## config.mk

```make
export PLATFORM = sky130hd
export DESIGN_NAME = hvc_nbr_unit
export DESIGN_NICKNAME = d
export VERILOG_FILES = /design/src/hvc_pkg.sv /design/src/hvc_nbr_unit.sv
export SDC_FILE = /design/constraint.sdc
export NUM_CORES = 1
export LEC_CHECK = 0
export BUFFER_PORTS_ARGS = -buffer_cell sky130_fd_sc_hd__buf_2
export CAP_MARGIN = 20
export CORE_MARGIN = 2
export CORE_UTILIZATION = 40
export DETAILED_ROUTE_END_ITERATION = 10
export GPL_TIMING_DRIVEN = 0
export PLACE_DENSITY = 0.74
export SKIP_LAST_GASP = 1
export SLEW_MARGIN = 10
export SYNTH_ARGS = -nofsm -noshare
export SYNTH_HDL_FRONTEND = slang
export SYNTH_SLANG_ARGS = --single-unit
```

## constraint.sdc

```tcl
create_clock -name vclk -period 4.61
set_input_delay 0.922 -clock vclk [all_inputs]
set_output_delay 0.922 -clock vclk [all_outputs]
set_load 0.005 [all_outputs]
```

## src/hvc_pkg.sv

```systemverilog
package hvc_pkg;

	localparam int MAX_DIM = 32;
	localparam int DIM_W   = $clog2(MAX_DIM);
	localparam int ADDR_W  = 3 * DIM_W;
	localparam int DEPTH   = 1 << ADDR_W;

	localparam int CELL_W  = 8;
	localparam int COORD_W = 8;
	localparam int CFG_W   = 6;
	localparam int IDX_W   = 2;
	localparam int CMP_W   = 10;
	localparam int NBR_W   = 3;

	localparam logic [CMP_W-1:0] MAX_DIM_C = CMP_W'(MAX_DIM);

	localparam logic [1:0] OP_WRITE = 2'd0;
	localparam logic [1:0] OP_TEST  = 2'd1;
	localparam logic [1:0] OP_CLEAR = 2'd2;

	localparam logic [IDX_W-1:0] REG_SIZE_X = 2'd0;
	localparam logic [IDX_W-1:0] REG_SIZE_Y = 2'd1;
	localparam logic [IDX_W-1:0] REG_SIZE_Z = 2'd2;
	localparam logic [IDX_W-1:0] REG_CULL   = 2'd3;

	localparam logic [1:0] AXIS_X = 2'd0;
	localparam logic [1:0] AXIS_Y = 2'd1;
	localparam logic [1:0] AXIS_Z = 2'd2;

	localparam logic [NBR_W-1:0] NBR_FIRST = 3'd0;
	localparam logic [NBR_W-1:0] NBR_LAST  = 3'd5;

	typedef struct packed {
		logic [1:0]         opcode;
		logic [COORD_W-1:0] x_coord;
		logic [COORD_W-1:0] y_coord;
		logic [COORD_W-1:0] z_coord;
		logic [CELL_W-1:0]  color_index;
	} in_item_t;

	typedef struct packed {
		logic [COORD_W-1:0] out_x;
		logic [COORD_W-1:0] out_y;
		logic [COORD_W-1:0] out_z;
		logic [CELL_W-1:0]  out_color;
		logic               kept;
		logic               out_of_range;
	} out_item_t;

	// neighbor step: bits [2:1] pick the axis, bit 0 set means +1
	typedef struct packed {
		logic [DIM_W-1:0] x;
		logic [DIM_W-1:0] y;
		logic [DIM_W-1:0] z;
		logic [NBR_W-1:0] step;
	} nbr_req_t;

	function automatic logic [CMP_W-1:0] eff_size(input logic [CFG_W-1:0] s);
		logic [CMP_W-1:0] ext;
		ext = CMP_W'(s);
		return (ext > MAX_DIM_C) ? MAX_DIM_C : ext;
	endfunction

endpackage

```

## src/hvc_nbr_unit.sv

```systemverilog
module hvc_nbr_unit
	import hvc_pkg::*;
(
	input  nbr_req_t          req,
	output logic [ADDR_W-1:0] addr
);

	logic [DIM_W-1:0] sel;
	logic [DIM_W-1:0] delta;
	logic [DIM_W-1:0] moved;

	always_comb begin
		case (req.step[2:1])
			AXIS_X:  sel = req.x;
			AXIS_Y:  sel = req.y;
			default: sel = req.z;
		endcase
		// all ones is minus one
		delta = req.step[0] ? DIM_W'(1) : '1;
		moved = sel + delta;
		case (req.step[2:1])
			AXIS_X:  addr = {moved, req.y, req.z};
			AXIS_Y:  addr = {req.x, moved, req.z};
			default: addr = {req.x, req.y, moved};
		endcase
	end

endmodule

```

* Word-level counts from Yosys, hierarchy flattened
Cells that the tools add are included.
Operators by class: $lt $le $gt $ge 0, bitwise logic cells 0, reductions and logical operators 1, div/mod/pow operators 0, $mul 0, add/subtract/negate cells 1, shift operators 0, multiplexer cells 3, equality and inequality tests 1
Operators with widths (count):
- case mux 15 bit (2 select lines) | 1
- case mux 5 bit (2 select lines) | 1
- adder 5 bit | 1
- 2-to-1 mux 5 bit | 1
- equality test 2 x 1 -> 1 bit (second input constant) | 1
- logical NOT 2 bit | 1
Word-level totals: output and inout port bits 15, flip-flop bits (word level) 0, memories 0, bits of input ports 18, memory bits (writable) 0, latch bits 0, ROM bits 0

* Longest topological paths before layout
Gate-level depths: netlist (run 1).
depth after elaboration 4, gate-level depth with buffers 10

* Worst setup path after synthesis (run 1)
OpenSTA, ideal clock, no wires.
kind input to output, start input req[2] (netlist bit), end output addr[14], path buffers 2, arrival 2900 ps, slack 788 ps, stages 10, cells stage by stage clkbuf_1 -> buf_2 -> nand2_1 -> o21ai_1 -> inv_1 -> fa_1 -> and2b_1 -> o21ai_1 -> a2111o_1 -> o211ai_1
On the way: word-level cells in the longest chain between the ends 4, elaborated cells between the ends (all ways) 5, classes of those cells 1 x add/sub; 1 x eq/ne; 2 x mux; 1 x reduce/logical
RTL lines:
- start, declared | RTL line hvc_nbr_unit.sv:4 | input nbr_req_t req,
- equality test 2 x 1 -> 1 bit or logical NOT 2 bit (tied branches) | RTL line hvc_nbr_unit.sv:13, hvc_nbr_unit.sv:21
- case mux 5 bit (2 select lines) | RTL line hvc_nbr_unit.sv:13 | case (req.step[2:1])
- adder 5 bit | RTL line hvc_nbr_unit.sv:20 | moved = sel + delta;
- case mux 15 bit (2 select lines) * | RTL line hvc_nbr_unit.sv:21 | case (req.step[2:1])
- end, declared | RTL line hvc_nbr_unit.sv:5 | output logic [ADDR_W-1:0] addr
Mark *: on every way between the ends. The rest lies on a longest branch, timed or not.

* Worst setup path after layout (run 1)
Ends and elaborated chain as after synthesis.

==> results.cfg, run 1 <==
[outcome]
status = finished clean

[pwr]
switching_power_uw = 51.3
comb_power_share_pct = 100.0
p_sw_share_pct = 54.1
power.density_nw_per_um2 = 125
p_seq_share_pct = 0
peakVddDrop_mv = 0.0616
leakage_uw = 0.000356
p_int_uw = 43.5
pwr-share-clk_pct = 0

[floorplanning]
start_util_pct = 43.8
dieArea_sq_um = 1760
die_h_um = 42.0
die_w_um = 42.0
pin_count = 33
num_rows = 13
coreArea_sq_um = 1320

[route]
drtIter0Drc = 3
firstDrtPassIters = 4
routed-via-count = 741
viasPerCell = 5.45
drt_wl_total_mm = 1.56
post_drt_wl_per_cell_um = 11.5
postRouteAntennaNets = 0
drc = 0

[grt]
grt_pass1_vias = 605
grtUsageTotal_pct = 18.0
grt-ovfl-total = 0
grt_pass1_wl_mm = 2.70
antenna_found_initial = 0
grt_max_degree = 11

[final_layout]
area_growth_pct = 31.0
seq_area_sq_um = 0
n_antenna_cell = 0
design.seq.count = 0
final_nets = 145
clock_buffers = 0
drive_above_1_share_pct = 33.1

[timing]
tns_ns = 0
worst_pin_slew_ns = 0.442
slew_violations = 0
period_needed_ns = 4.33
fmax_ghz = 0.231
setup_ws_ns = 0.279
fin_crit_sh_pct = 94.0
slew_headroom_pct = 70.6
grt_setup_unrepaired = no
hold_violations = 0
setup_viol = 0

[critical_path]
cp_top_family = buffers and inverters
cp.arrival_ns = 3.41
max_stage_delay_ns = 0.44
required_ns = 3.69
path_cells = buf_2 > clkbuf_1 > buf_2 > nand2_1 > o21ai_1 > inv_1 > fa_1 > and2b_1 > o21ai_1 > a2111o_1 > o211ai_1 > buf_2
crit_fanout = 10
critPathLaunchType = input port
crit_buf_inv = 5
crit_type = input port to primary output
cp-end-kind = primary output
cp_slowest_cell = a2111o_1
cp_common_cell = buf_2

[synthesis]
synth_cell_types = 33
syn_avg_cell_area_sq_um = 6.48
yosys_warnings = 0
syn-num-nets = 111
syn_area_sq_um = 577
synthCells = 89
ys_seq_area_share_pct = 0

[placement]
gp_congestion = 0.826
dp_slack_ns = 0.298
dp_hpwl_mm = 1.28
io_buffers = 32

[cts]
cts_hold_buf = 0
cts_resized = 0
postCtsSetupRepairBufs = 0

[run]
drv_cap = 0

[hold_path]
hp-class = input port to primary output
-- final cells by class --
| cell class | instances | area, sq um |
|---|---|---|
| Multi-Input combinational cell | 77 | 522 |
| Inverter | 5 | 18.8 |
| Timing Repair Buffer | 32 | 160 |
| Buffer | 7 | 36.3 |
| Tap cell | 15 | 18.8 |
| Fill cell | 150 | 562 |
-- placed cells by master, fill, tap and decap left out, drive strengths merged, types with 2 or more instances in the layout --
cell type  netlist  final
xnor2            3      3
a2111o           2      2
o311ai           2      2
nand4            2      2
mux2i            6      6
nor3             2      2
o2111ai          2      2
nand2           16     16
ha               3      3
buf              3     35
xor2             2      2
o211ai           2      2
inv              5      5
clkbuf           4      4
nor2             2      2
a211o            2      2
a21oi            2      2
o21ai           12     12
nand3            7      7
-- cell usage after synthesis (all sizes together), types with 3 or more instances --
library cell  number  area, sq um
nand3              7         35.0
nand2             16         60.1
inv                5         18.8
mux2i              6         60.1
buf                3         21.3
clkbuf             4         15.0
o21ai             12         60.1
ha                 3         37.5
xnor2              3         26.3
-- final timing paths --
check              start  endpoint  slack [ns]  depth (start not counted)
setup / recovery  req[2]  addr[14]        0.28                         12
hold / removal    req[8]   addr[5]        2.12                          3
-- worst min-delay path, delay by kind of cell --
family / cells / cell delay (ns)
buffers and inverters: 2 / 0.21
XOR/XNOR: 1 / 0.06
-- per-layer routing --
metal | wire [um] | global-route usage [%]
met5 | 0 | 0
met1 | 741 | 25.7
met2 | 742 | 32.2
met4 | 0 | 0
met3 | 76 | 0
-- cells by family after synthesis --
family | after synthesis | share of synthesized area [%]
multiplexers | 7 | 12.4
AO/OA/AOI/OAI | 27 | 32.3
XOR/XNOR | 5 | 7.59
buffers and inverters | 12 | 9.54
AND/OR/NAND/NOR | 34 | 28.2
adder cells (fa/ha/maj) | 4 | 9.98
-- power by group through the flow --
| stage | Sequential (uW) | Clock [uW] | Combinational [uW] |
|---|---|---|---|
| after floorplan | 0 | 0 | 61.0 |
| after global placement | 0 | 0 | 92.2 |
| after detailed placement | 0 | 0 | 94.3 |
| after CTS | 0 | 0 | 95.0 |
| after global routing | 0 | 0 | 106 |
| final | 0 | 0 | 94.8 |
-- per-stage QoR --
| step | cells | area, sq um | util [%] | hold slack [ns] | power, uW |
|---|---|---|---|---|---|
| after floorplan | 89 | 577 | - | 1.90 | 61.0 |
| after global placement | 136 | 756 | 57.4 | 2.11 | 92.2 |
| after detailed placement | 136 | 756 | 57.4 | 2.12 | 94.3 |
| after CTS | 136 | 756 | 57.4 | 2.12 | 95.0 |
| after global routing | 136 | 756 | 57.4 | 2.14 | 106 |
| final | 136 | 756 | 57.4 | 2.12 | 94.8 |
Power figures use the tool's default switching activity.
==> inputs of run 2 (changes only) <==
Settings changed: ABC_AREA set to 1, CORE_AREA set to 2 2 39 41, CORE_MARGIN 2 to unset, CORE_UTILIZATION 40 to unset, DIE_AREA set to 0 0 41 43, PLACE_DENSITY 0.74 to 0.68.
==> run 2 against run 1 <==
Compared with the run above: flip-flop and latch count did not move; wire length fell by 18%; largest power group unchanged; via count fell by 11%; critical path type unchanged; die area barely moved.
==> results.cfg, run 2 <==
[grt]
grt_pass1_wl_mm = 1.95
grt_pass1_vias = 510
grt_max_degree = 11
antenna_found_initial = 0
grtUsageTotal_pct = 14.5
grt-ovfl-total = 0

[placement]
dp_hpwl_mm = 1.11
gp_congestion = 0.845
io_buffers = 33

[final_layout]
final_common_cell = nand2_1
final_cell_mix = nand2_1 (35), buf_2 (33), inv_1 (14)
final_nets = 147
design.seq.count = 0
area_growth_pct = 42.0
seq_area_sq_um = 0
fillCellCount = 159
drive_above_1_share_pct = 32.5
n_antenna_cell = 0
clock_buffers = 0

[critical_path]
cp.arrival_ns = 2.86
cp-end-kind = primary output
crit_fanout = 8
critPathLaunchType = input port
required_ns = 3.69
cp-startpoint = req[2]
crit_type = input port to primary output

[hold_path]
hold_path_depth = 4
hold_end = addr[5]
hp-class = input port to primary output
hold_path.startpoint = req[8]

[timing]
slew_headroom_pct = 77.7
fin_hold_ws_ns = 2.11
tns_ns = 0
fmax_ghz = 0.265
slew_violations = 0
worst_pin_slew_ns = 0.334
period_needed_ns = 3.78
grt_setup_unrepaired = no
hold_violations = 0
fin_crit_sh_pct = 82.0
setup_viol = 0

[floorplanning]
die_w_um = 41
start_util_pct = 31.8
coreArea_sq_um = 1380
num_rows = 14
dieArea_sq_um = 1760
die_h_um = 43
pin_count = 33

[synthesis]
ys_seq_area_share_pct = 0
syn-num-nets = 112
syn_avg_cell_area_sq_um = 4.89
yosysMostFrequentCell = nand2_1
ys_top_cells_by_area = nand2_1 (30%), inv_1 (12%), nand3_1 (11%), ha_1 (8.5%), o21ai_0 (6.8%)
synth_top_cell_by_area = nand2_1
ys_top_cells_by_count = nand2_1 (35), inv_1 (14), nand3_1 (10)
syn_area_sq_um = 440
yosys.area.top_type_share_pct = 29.8
synth_cell_types = 17
synthCells = 90
yosys_warnings = 0

[cts]
postCtsSetupRepairBufs = 0
cts_hold_buf = 0
cts_resized = 0

[pwr]
p_seq_share_pct = 0
leakage_uw = 0.000413
pwr-share-clk_pct = 0
p_int_uw = 36.2
peakVddDrop_mv = 0.0463
comb_power_share_pct = 100.0
switching_power_uw = 45.9
power.density_nw_per_um2 = 131
p_sw_share_pct = 55.9

[route]
drtIter0Drc = 10
viasPerCell = 4.74
firstDrtPassIters = 4
dr.max_layer_used = met3
postRouteAntennaNets = 0
route.met3.wl_um = 71
dr_wl_met2_um = 623
drt_wl_total_mm = 1.28
post_drt_wl_per_cell_um = 9.23
routed-via-count = 659
drt-met1-wl_um = 589
drc = 0

[run]
drv_cap = 0

[outcome]
status = finished clean
-- run 2: cell types whose count changed in the layout (fill, tap and decap cells not counted), moves of 3 or more --
cell and change:
o21ai_0 +3, nand3_1 +3, a21oi_1 +3, nand2_1 +19
clkbuf_1 -4, nor2_2 +4, inv_1 +11, mux2i_1 -6
o21ai_1 -9
-- run 2: area by class of cell --
class	count	area (sq um)	area share (%)
inverter	16	60.1	9.60
timing repair buffer	33	165	26.4
tap	16	20.0	3.20
multi-input combinational	74	380	60.8
-- run 2: worst max-delay path: stages --
cell and delay, ns:
buf_2 0.15, nor2_2 0.31, inv_1 0.20, nor2_1 0.12, nor2_1 0.06, ha_1 0.33, a21oi_1 0.21, nand2_1 0.07
nand2_1 0.08, nand3_1 0.13, nand3_1 0.12, nand2_1 0.05, buf_2 0.12
-- run 2: how the worst max path moves through the flow --
stage,endpoint,cells past startpoint
2_1_floorplan,addr[9],12
3_3_place_gp,addr[14],13
3_5_place_dp,addr[4],13
4_1_cts,addr[4],13
5_1_grt,addr[4],13
6_report,addr[4],13
-- run 2: layer usage --
metal / up-vias / global-route usage [%]
met1: 291 / 18.5
met3: 0 / 0.524
met4: 0 / 0
li1: 352 / -
met5: - / 0
met2: 16 / 26.9
-- run 2: logic make-up after synthesis --
logic type      share of synthesized area [%]
compound gates                           15.9
xor+xnor                                 1.99
fa+ha+maj                                13.1
buf+inv                                  13.6
simple gates                             55.4
-- run 2: stage by stage --
stage	cell area, sq um	utilization (%)	worst slack [ns]	std cells	power [uW]
final	626	45.2	0.831	139	82.1
after global routing	626	45.2	0.608	139	93.7
after CTS	626	45.2	0.829	139	82.1
after detailed placement	626	45.2	0.842	139	81.8
after global placement	626	45.2	0.891	139	80.7
after floorplan	440	-	1.36	90	50.1
-- run 2: power groups by stage --
stage                     Combinational [uW]  Sequential, uW  Clock [uW]
after floorplan                         50.1               0           0
after global placement                  80.7               0           0
after detailed placement                81.8               0           0
after CTS                               82.1               0           0
after global routing                    93.7               0           0
final                                   82.1               0           0
